[config.mk]
export PLATFORM = sky130hd
export DESIGN_NAME = property_header_blob_parser
export DESIGN_NICKNAME = d
export VERILOG_FILES = /design/src/design/phbp_pkg.sv /design/src/design/phbp_parse.sv /design/src/design/phbp_queue.sv /design/src/design/property_header_blob_parser.sv
export SDC_FILE = /design/constraint.sdc
export NUM_CORES = 1
export LEC_CHECK = 0
export BUFFER_PORTS_ARGS = -buffer_cell sky130_fd_sc_hd__buf_2
export CORE_MARGIN = 8
export CORE_UTILIZATION = 55
export CTS_CLUSTER_SIZE = 20
export DETAILED_ROUTE_END_ITERATION = 12
export GPL_TIMING_DRIVEN = 1
export PLACE_DENSITY = 0.83
export SLEW_MARGIN = 20
export SYNTH_ARGS = -nofsm -noshare
export SYNTH_HDL_FRONTEND = slang
export SYNTH_SLANG_ARGS = --single-unit
[constraint.sdc]
create_clock -name clk_i -period 6.46 [get_ports clk_i]
set_input_delay 1.292 -clock clk_i [delete_from_list [all_inputs] [get_ports clk_i]]
set_output_delay 1.292 -clock clk_i [all_outputs]
set_load 0.05 [all_outputs]
[src/design/phbp_pkg.sv]
// ----------------------------------------------------------------------------
// Property header blob parser: shared types and constants
// Parse phases, result event codes, the result record and the push bundle
// that the parse stage hands to the result queue.
// ----------------------------------------------------------------------------
package phbp_pkg;

  // Parse phase of the byte-level header state machine
  typedef enum logic [3:0] {
    PH_INFO    = 4'd0,
    PH_COUNT   = 4'd1,
    PH_SKIP    = 4'd2,
    PH_NAMELEN = 4'd3,
    PH_NAME    = 4'd4,
    PH_MIDX    = 4'd5,
    PH_MLEN    = 4'd6,
    PH_MDATA   = 4'd7
  } phase_e;

  // Result event codes
  typedef enum logic [1:0] {
    EV_NAME = 2'd0,
    EV_META = 2'd1,
    EV_HDR  = 2'd2,
    EV_END  = 2'd3
  } event_e;

  // Compound properties carry no sample count
  localparam logic [1:0]  KindCompound = 2'd0;
  // Pool index value that escapes to an extra byte
  localparam logic [11:0] IdxEscape    = 12'hFFF;
  // Escape byte value that introduces inline metadata
  localparam logic [7:0]  InlineEscape = 8'hFF;

  // Result queue geometry
  localparam int unsigned QDepth = 4;
  localparam int unsigned QAw    = $clog2(QDepth);
  localparam int unsigned QLw    = $clog2(QDepth + 1);

  // One result item
  typedef struct packed {
    event_e      ev;
    logic [7:0]  byte_value;
    logic [1:0]  prop_kind;
    logic [3:0]  pod_type;
    logic [7:0]  extent;
    logic [31:0] sample_count;
    logic [7:0]  name_length;
    logic [11:0] md_index;
    logic        md_inline;
    logic [31:0] md_length;
    logic        blob_end;
    logic        run_last;
  } res_t;

  // Zero, one or two results produced by one accepted byte
  typedef struct packed {
    logic [1:0] n;
    res_t       r0;
    res_t       r1;
  } push_t;

  // Sample count width in bytes from the two-bit size code
  function automatic logic [3:0] count_width(input logic [1:0] code);
    logic [3:0] w;
    unique case (code)
      2'd0:    w = 4'd1;
      2'd1:    w = 4'd2;
      2'd2:    w = 4'd4;
      default: w = 4'd8;
    endcase
    return w;
  endfunction

endpackage

[src/design/phbp_parse.sv]
// ----------------------------------------------------------------------------
// Property header blob parser: parse stage
// Holds the header state registers and turns each accepted byte into up to
// two result items in the same cycle.
// ----------------------------------------------------------------------------
module phbp_parse
  import phbp_pkg::*;
(
  input  logic       clk_i,
  input  logic       rst_ni,
  input  logic       accept_i,
  input  logic [7:0] data_byte_i,
  input  logic       blob_last_i,
  output push_t      push_o
);

  typedef struct packed {
    phase_e      ph;
    logic [2:0]  fbi;
    logic [31:0] info;
    logic [31:0] cnt;
    logic [4:0]  skip;
    logic [7:0]  name_rem;
    logic [7:0]  name_len;
    logic [31:0] meta_rem;
    logic [31:0] meta_len;
  } st_t;

  st_t st_q, st_d;

  // Summary record for a completed header
  function automatic res_t mk_hdr(input st_t s, input logic [11:0] idx, input logic inl);
    res_t r;
    r           = '0;
    r.ev        = EV_HDR;
    r.prop_kind = s.info[1:0];
    if (s.info[1:0] != KindCompound) begin
      r.pod_type     = s.info[7:4];
      r.extent       = s.info[19:12];
      r.sample_count = s.cnt;
    end
    r.name_length = s.name_len;
    r.md_index    = inl ? 12'd0 : idx;
    r.md_inline   = inl;
    r.md_length   = inl ? s.meta_len : 32'd0;
    return r;
  endfunction

  // Next state and results for the byte at the input
  always_comb begin
    st_t        s;
    res_t       brow, hrow, r0, r1;
    logic       emit_b, emit_h;
    logic [1:0] n;
    logic [3:0] cw;
    logic [4:0] skip_sum;
    logic [2:0] fbi_nx;
    logic [4:0] sh;

    s        = st_q;
    brow     = '0;
    hrow     = '0;
    r0       = '0;
    r1       = '0;
    emit_b   = 1'b0;
    emit_h   = 1'b0;
    n        = 2'd0;
    cw       = count_width(st_q.info[3:2]);
    skip_sum = 5'd0;
    fbi_nx   = st_q.fbi + 3'd1;
    sh       = {st_q.fbi[1:0], 3'b000};

    unique case (st_q.ph)
      PH_COUNT: begin
        if (!st_q.fbi[2]) begin
          s.cnt = s.cnt | ({24'd0, data_byte_i} << sh);
        end
        s.fbi = fbi_nx;
        if (({1'b0, fbi_nx} >= cw) || (fbi_nx == 3'd0)) begin
          s.fbi    = 3'd0;
          skip_sum = (s.info[9] ? {cw, 1'b0} : 5'd0) + (s.info[8] ? 5'd4 : 5'd0);
          s.skip   = skip_sum;
          s.ph     = (skip_sum != 5'd0) ? PH_SKIP : PH_NAMELEN;
        end
      end
      PH_SKIP: begin
        s.skip = s.skip - 5'd1;
        if (s.skip == 5'd0) begin
          s.ph = PH_NAMELEN;
        end
      end
      PH_NAMELEN: begin
        s.name_len = data_byte_i;
        s.name_rem = data_byte_i;
        if (data_byte_i == 8'd0) begin
          // empty name: go straight to the metadata reference
          if (s.info[31:20] != IdxEscape) begin
            emit_h = 1'b1;
            hrow   = mk_hdr(s, s.info[31:20], 1'b0);
            s      = '0;
          end else begin
            s.ph = PH_MIDX;
          end
        end else begin
          s.ph = PH_NAME;
        end
      end
      PH_NAME: begin
        emit_b          = 1'b1;
        brow.ev         = EV_NAME;
        brow.byte_value = data_byte_i;
        s.name_rem      = s.name_rem - 8'd1;
        if (s.name_rem == 8'd0) begin
          if (s.info[31:20] != IdxEscape) begin
            emit_h = 1'b1;
            hrow   = mk_hdr(s, s.info[31:20], 1'b0);
            s      = '0;
          end else begin
            s.ph = PH_MIDX;
          end
        end
      end
      PH_MIDX: begin
        if (data_byte_i != InlineEscape) begin
          emit_h = 1'b1;
          hrow   = mk_hdr(s, {4'd0, data_byte_i}, 1'b0);
          s      = '0;
        end else begin
          s.meta_len = 32'd0;
          s.fbi      = 3'd0;
          s.ph       = PH_MLEN;
        end
      end
      PH_MLEN: begin
        s.meta_len = s.meta_len | ({24'd0, data_byte_i} << sh);
        s.fbi      = fbi_nx;
        if (fbi_nx[2]) begin
          s.fbi      = 3'd0;
          s.meta_rem = s.meta_len;
          if (s.meta_len == 32'd0) begin
            emit_h = 1'b1;
            hrow   = mk_hdr(s, 12'd0, 1'b1);
            s      = '0;
          end else begin
            s.ph = PH_MDATA;
          end
        end
      end
      PH_MDATA: begin
        emit_b          = 1'b1;
        brow.ev         = EV_META;
        brow.byte_value = data_byte_i;
        s.meta_rem      = s.meta_rem - 32'd1;
        if (s.meta_rem == 32'd0) begin
          emit_h = 1'b1;
          hrow   = mk_hdr(s, 12'd0, 1'b1);
          s      = '0;
        end
      end
      default: begin
        // info word collection; an unknown phase restarts here
        if (st_q.ph != PH_INFO) begin
          s      = '0;
          fbi_nx = 3'd1;
          sh     = 5'd0;
        end
        if (s.fbi == 3'd0) begin
          s.info = {24'd0, data_byte_i};
        end else begin
          s.info = s.info | ({24'd0, data_byte_i} << sh);
        end
        s.fbi = fbi_nx;
        if (fbi_nx[2]) begin
          s.fbi = 3'd0;
          if (s.info[1:0] == KindCompound) begin
            s.ph = PH_NAMELEN;
          end else begin
            s.cnt = 32'd0;
            s.ph  = PH_COUNT;
          end
        end
      end
    endcase

    // Blob end drops any partial header
    if (blob_last_i) begin
      s = '0;
    end

    // Order the results: byte first, then header summary, else blob end
    priority if (emit_b && emit_h) begin
      r0 = brow;
      r1 = hrow;
      n  = 2'd2;
    end else if (emit_b) begin
      r0 = brow;
      n  = 2'd1;
    end else if (emit_h) begin
      r0 = hrow;
      n  = 2'd1;
    end else if (blob_last_i) begin
      r0.ev = EV_END;
      n     = 2'd1;
    end else begin
      n = 2'd0;
    end

    r0.blob_end = blob_last_i;
    r1.blob_end = blob_last_i;
    if (n == 2'd2) begin
      r1.run_last = 1'b1;
    end else begin
      r0.run_last = 1'b1;
    end

    push_o.n  = accept_i ? n : 2'd0;
    push_o.r0 = r0;
    push_o.r1 = r1;
    st_d      = accept_i ? s : st_q;
  end

  // State registers
  always_ff @(posedge clk_i or negedge rst_ni) begin
    if (!rst_ni) begin
      st_q <= '0;
    end else begin
      st_q <= st_d;
    end
  end

endmodule

[src/design/phbp_queue.sv]
// ----------------------------------------------------------------------------
// Property header blob parser: result queue
// Small queue that takes up to two results per cycle and hands out one
// per output transfer.
// ----------------------------------------------------------------------------
module phbp_queue
  import phbp_pkg::*;
(
  input  logic           clk_i,
  input  logic           rst_ni,
  input  push_t          push_i,
  input  logic           pop_i,
  output res_t           head_o,
  output logic           valid_o,
  output logic [QLw-1:0] level_o
);

  res_t           mem_q [QDepth];
  logic [QAw-1:0] wr_ptr_q, wr_ptr_d, rd_ptr_q, rd_ptr_d;
  logic [QLw-1:0] level_q, level_d;
  logic [QAw-1:0] wr_nx;
  logic           pop;

  assign pop   = pop_i && (level_q != '0);
  assign wr_nx = (wr_ptr_q == QAw'(QDepth - 1)) ? '0 : wr_ptr_q + QAw'(1);

  // Pointer and fill level update
  always_comb begin
    wr_ptr_d = wr_ptr_q;
    rd_ptr_d = rd_ptr_q;
    unique case (push_i.n)
      2'd1:    wr_ptr_d = wr_nx;
      2'd2:    wr_ptr_d = (wr_nx == QAw'(QDepth - 1)) ? '0 : wr_nx + QAw'(1);
      default: wr_ptr_d = wr_ptr_q;
    endcase
    if (pop) begin
      rd_ptr_d = (rd_ptr_q == QAw'(QDepth - 1)) ? '0 : rd_ptr_q + QAw'(1);
    end
    level_d = level_q + QLw'(push_i.n) - QLw'(pop);
  end

  always_ff @(posedge clk_i or negedge rst_ni) begin
    if (!rst_ni) begin
      wr_ptr_q <= '0;
      rd_ptr_q <= '0;
      level_q  <= '0;
    end else begin
      wr_ptr_q <= wr_ptr_d;
      rd_ptr_q <= rd_ptr_d;
      level_q  <= level_d;
    end
  end

  // Storage, no reset
  always_ff @(posedge clk_i) begin
    if (push_i.n != 2'd0) begin
      mem_q[wr_ptr_q] <= push_i.r0;
    end
    if (push_i.n == 2'd2) begin
      mem_q[wr_nx] <= push_i.r1;
    end
  end

  assign head_o  = mem_q[rd_ptr_q];
  assign valid_o = (level_q != '0);
  assign level_o = level_q;

endmodule

[src/design/property_header_blob_parser.sv]
// ----------------------------------------------------------------------------
// Property header blob parser
// Byte-stream parser for packed property headers with name and inline
// metadata pass-through.
// ----------------------------------------------------------------------------
// Takes one blob byte per cycle on the slave stream (tlast marks the final
// byte) and emits results on the master stream: name bytes, inline metadata
// bytes, one summary per completed header, or a blob-end marker when the
// final byte produces nothing else. Each byte is parsed in the cycle it is
// transferred and its results go into a four-entry result queue; a byte
// yields up to two results and the output port drains one per cycle while
// the receiver is ready. With the output always ready, bytes are taken every
// cycle, though a byte producing two results (last name or metadata byte
// followed by the header summary) leaves the queue one result fuller; input
// stalls only when the queue holds more than two results. A header cut short
// by the blob end is dropped and parsing restarts at the next byte.
module property_header_blob_parser
  import phbp_pkg::*;
(
  input  logic         clk_i,
  input  logic         rst_ni,
  // slave stream
  input  logic         s_axis_tvalid_i,
  output logic         s_axis_tready_o,
  input  logic [7:0]   s_axis_tdata_i,   // [7:0] data_byte
  input  logic         s_axis_tlast_i,   // blob_last
  // master stream
  output logic         m_axis_tvalid_o,
  input  logic         m_axis_tready_i,
  // [7:0] byte_value, [9:8] prop_kind, [13:10] pod_type, [21:14] extent,
  // [53:22] sample_count, [61:54] name_length, [73:62] metadata_index,
  // [74] metadata_inline, [106:75] metadata_length, [111:107] zero
  output logic [111:0] m_axis_tdata_o,
  output logic [2:0]   m_axis_tuser_o,   // [1:0] event_res, [2] blob_end
  output logic         m_axis_tlast_o    // run_last
);

  push_t          push;
  res_t           head;
  logic [QLw-1:0] level;
  logic           in_xfer;

  // Room for two results before taking a byte
  assign s_axis_tready_o = (level <= QLw'(QDepth - 2));
  assign in_xfer         = s_axis_tvalid_i && s_axis_tready_o;

  phbp_parse u_parse (
    .clk_i       (clk_i),
    .rst_ni      (rst_ni),
    .accept_i    (in_xfer),
    .data_byte_i (s_axis_tdata_i),
    .blob_last_i (s_axis_tlast_i),
    .push_o      (push)
  );

  phbp_queue u_queue (
    .clk_i   (clk_i),
    .rst_ni  (rst_ni),
    .push_i  (push),
    .pop_i   (m_axis_tready_i),
    .head_o  (head),
    .valid_o (m_axis_tvalid_o),
    .level_o (level)
  );

  // Output packing
  assign m_axis_tdata_o = {5'd0, head.md_length, head.md_inline, head.md_index,
                           head.name_length, head.sample_count, head.extent,
                           head.pod_type, head.prop_kind, head.byte_value};
  assign m_axis_tuser_o = {head.blob_end, head.ev};
  assign m_axis_tlast_o = head.run_last;

  // Checks
  a_level_bound : assert property (@(posedge clk_i) disable iff (!rst_ni)
    level <= QLw'(QDepth))
    else $error("result queue overfilled");

  a_last_has_result : assert property (@(posedge clk_i) disable iff (!rst_ni)
    (in_xfer && s_axis_tlast_i) |-> (push.n != 2'd0))
    else $error("blob end byte produced no result");

  a_last_gives_output : assert property (@(posedge clk_i) disable iff (!rst_ni)
    (in_xfer && s_axis_tlast_i) |=> m_axis_tvalid_o)
    else $error("no output after blob end byte");

  a_no_push_idle : assert property (@(posedge clk_i) disable iff (!rst_ni)
    !in_xfer |-> (push.n == 2'd0))
    else $error("results pushed without an input transfer");

endmodule

==> run summary <==
Slew headroom -> 22.1%
I/O Buffers -> 125
EDFF count, synth -> 408
grt ovf -> 0
Worst VDD drop -> 265 uV
period utilisation layout -> 86.6%
post-synth cell types -> 93
final worst slack -> 0.863 ns
Placed Cells -> 2,996
number of global-route vias before repair -> 20,756
final hold violation count -> 0
initial antenna violation count -> 4
Via density -> 6.61
Worst Hold Depth -> 2
Clock Latency Late Sink -> 0.63 ns
layout overhead on the synthesized area -> 12.4%
CP Class -> flop to flop
start of the worst register-to-register path -> u_parse.st_q[45]
GR peak layer -> met2
post-synthesis simple-gate area fraction -> 16.1%
largest net degree at the start of global routing -> 109
routing usage on met2 -> 41.9%
pins over their slew limit -> 0
post-detailed-route count of antenna-violating nets -> 0
Detailed Route WL -> 80,500 um
worst-path fanout max -> 33
CTS max path bufs -> 3
Synth Area in Compound Gates -> 9.57%
Post-Synth XOR/XNOR Area -> 0.643%
drt wl/cell -> 25.9 um
largest family of logic cells by synthesized area -> simple AND/OR/NAND/NOR gates
GRT met1 Usage -> 35.3%
mux share of post-synthesis cell area -> 9.52%
setup slack at placement -> 0.877 ns
Global Route met3 Usage -> 5.86%
Syn. warnings -> 0
Pre-antenna DRT Iters -> 8
Worst Hold Path EP -> u_queue.mem_q[3][109]
Final GP Congestion -> 0.975
pin slew with the least headroom to its limit -> 1.16 ns
CTS Root Cell -> clkbuf_16
Worst R2R Setup Slack -> 0.86 ns
final std cells w/o fill -> 3,108
Peak Freq -> 0.179 GHz
share of cells above drive strength 1 -> 19.1%
async set-reset flop share out of synthesis -> 26.5%
post-cts sizing count -> 0
outcome -> completed
post-route DRC violation count -> 0
unrepaired setup endpoints after global routing -> false
Clock transition at path regs -> 0.06 ns
Syn Inst Count -> 2,299
Setup crit end kind -> flop
I/O pins -> 131
CTS Hold Buffers Added -> 0
Die Area -> 59,600 sq um
R2R Path End -> u_queue.mem_q[3][16]
crit path time final -> 5.60 ns
cts bufs inserted -> 58
critical path arrival -> 5.98 ns
via count -> 20,535
Final setup viols -> 0
Core Box Area -> 51,400 sq um
Hold Crit Class -> flop to flop
row cnt -> 83
cell leakage power -> 12.4 nW
TNS Setup -> 0 ns
Yosys reg bits -> 604
CTS sink count -> 604
post-CTS setup buffer count -> 0
first-pass GRT wire length -> 125,000 um
Seq/Total Area, Yosys -> 59.3%
Avg Inst Size Synth -> 12.4 sq um
die height -> 244 um
hpwl dp -> 50,600 um
1st-iter DRT viols -> 2,597
Worst Path Required -> 6.84 ns
Adder-Cell Fraction of Synth Area -> 1.12%
final net count -> 2,415
worst r2r path cells -> 17
Mapped Area -> 28,600 sq um
Worst Clk Skew -> 0.0156 ns
H-tree depth -> 2
max cap viols -> 0
Starting Density -> 55.7%
dominant synthesized flop cell -> edfxtp_1
Die Wd -> 244 um
Pwr per Cell Area -> 423 nW/um^2
worst hold start -> u_queue.mem_q[3][109]
gr usage total -> 26.6%
CTS tree -> done
Startpoint Class -> flop
power breakdown:
part | switching (mW) | leakage, nW | internal, mW | total (mW)
logic | 3.30 | 5.09 | 1.54 | 4.84
registers | 0.605 | 6.35 | 4.57 | 5.17
clock network | 1.48 | 0.976 | 2.13 | 3.61
total | 5.39 | 12.4 | 8.23 | 13.6
critical path, cell delays in order, from the launching register on:
cell and delay [ns]:
dfrtp_1 0.47, or3_1 0.60, or3_1 0.66, nor4_1 0.49
xnor2_1 0.17, o211ai_1 0.21, nor4_4 0.41, a21o_1 0.29
nand2_1 0.10, nand3b_1 0.14, ha_1 0.39, nand2_1 0.13
nand2_1 0.12, nor2_1 0.06, a31oi_2 0.42, nor2_1 0.14
buf_4 0.30, and2_1 0.22
state kept, by name (all words and copies together) (netlist names):
name              cells
u_queue.rd_ptr_q      2
u_queue.mem_q       444
u_queue.wr_ptr_q      2
u_parse.st_q        153
u_queue.level_o       3
placed cells by master, fill, tap and decap left out, drive strengths merged, types with 19 or more instances in the layout:
| master | instances |
|---|---|
| a21oi | 105 |
| a22o | 41 |
| a31oi | 54 |
| and2 | 170 |
| and3 | 120 |
| buf | 199 |
| clkbuf | 81 |
| dfrtp | 160 |
| dfxtp | 36 |
| edfxtp | 408 |
| ha | 24 |
| inv | 59 |
| mux4 | 111 |
| nand2 | 101 |
| nand3 | 27 |
| nor2 | 254 |
| nor3 | 42 |
| nor4 | 57 |
| o211ai | 24 |
| o21ai | 64 |
| or3 | 19 |
Yosys cell counts, types with 11 or more instances:
cell type  count  area, sq um
and3_1       120          751
mux2i_1       13          130
ha_1          24          300
mux4_2       111         2500
o211ai_1      23          173
buf_1         18         67.6
a21oi_2       12          105
inv_1         63          236
dfrtp_1      160         4000
nor2_1       250          938
edfxtp_1     408        12300
xnor2_1       14          123
a22oi_1       15          113
o22ai_1       11         68.8
and2_1       170         1060
a21oi_1       91          455
a22o_1        41          359
nand2_1       99          372
nor3_1        41          205
or3_1         18          113
a31oi_1       54          338
o21ai_0       56          280
dfxtp_1       36          721
nand4_1       16          100
nand3_1       25          125
nor4_1        53          332
buf_2         37          185
clkbuf_1     115          432
cell type report:
type                       instances  area, sq um
timing repair buffer             199         1410
multi-input combinational       1451        10700
tap                              680          851
clock buffer                      81         1640
antenna                            3         7.51
fill                            3645        19200
clock inverter                    27          362
sequential                       604        17000
inverter                          63          251
kinds of logic (layout without fill, tap and decap cells):
group                      count (synthesis)  count (layout)
AOI/OAI and AO/OA                        403             403
xor gates and xnor gates                  21              21
adders and majority gates                 25              25
buffers and inverters                    248             370
DFF                                      604             604
muxes                                    131             131
other                                      1               8
and+or+nand+nor                          866             866
per-stage QoR:
stage	cell area [sq um]	total power [mW]	hold slack [ns]	util, %
after floorplan	28600	8.65	0.420	-
after global placement	30100	9.93	0.433	58.6
after detailed placement	30100	10.0	0.449	58.6
after CTS	32100	13.6	0.469	62.5
after global routing	32200	14.1	0.493	62.6
final	32200	13.6	0.469	62.6
worst max path at each step:
stage                      startpoint               endpoint  slack [ns]  cells after the start
CTS                  u_parse.st_q[45]   u_queue.mem_q[3][16]         1.0                     17
global placement    s_axis_tdata_i[1]    u_queue.mem_q[3][9]        1.02                     18
finish               u_parse.st_q[45]   u_queue.mem_q[3][16]        0.86                     17
detailed placement  s_axis_tdata_i[1]  u_queue.mem_q[3][110]        0.88                     17
global route         u_parse.st_q[45]  u_queue.mem_q[0][110]        0.52                     16
floorplan           s_axis_tdata_i[1]    u_queue.mem_q[0][0]        0.31                     14
layer usage:
| layer | share of wire (%) | vias up |
|---|---|---|
| li1 | - | 8771 |
| met4 | 4.6 | 0 |
| met2 | 47 | 1235 |
| met3 | 9.9 | 208 |
| met1 | 38 | 10321 |
| met5 | 0 | - |
Power figures use the tool's default switching activity.
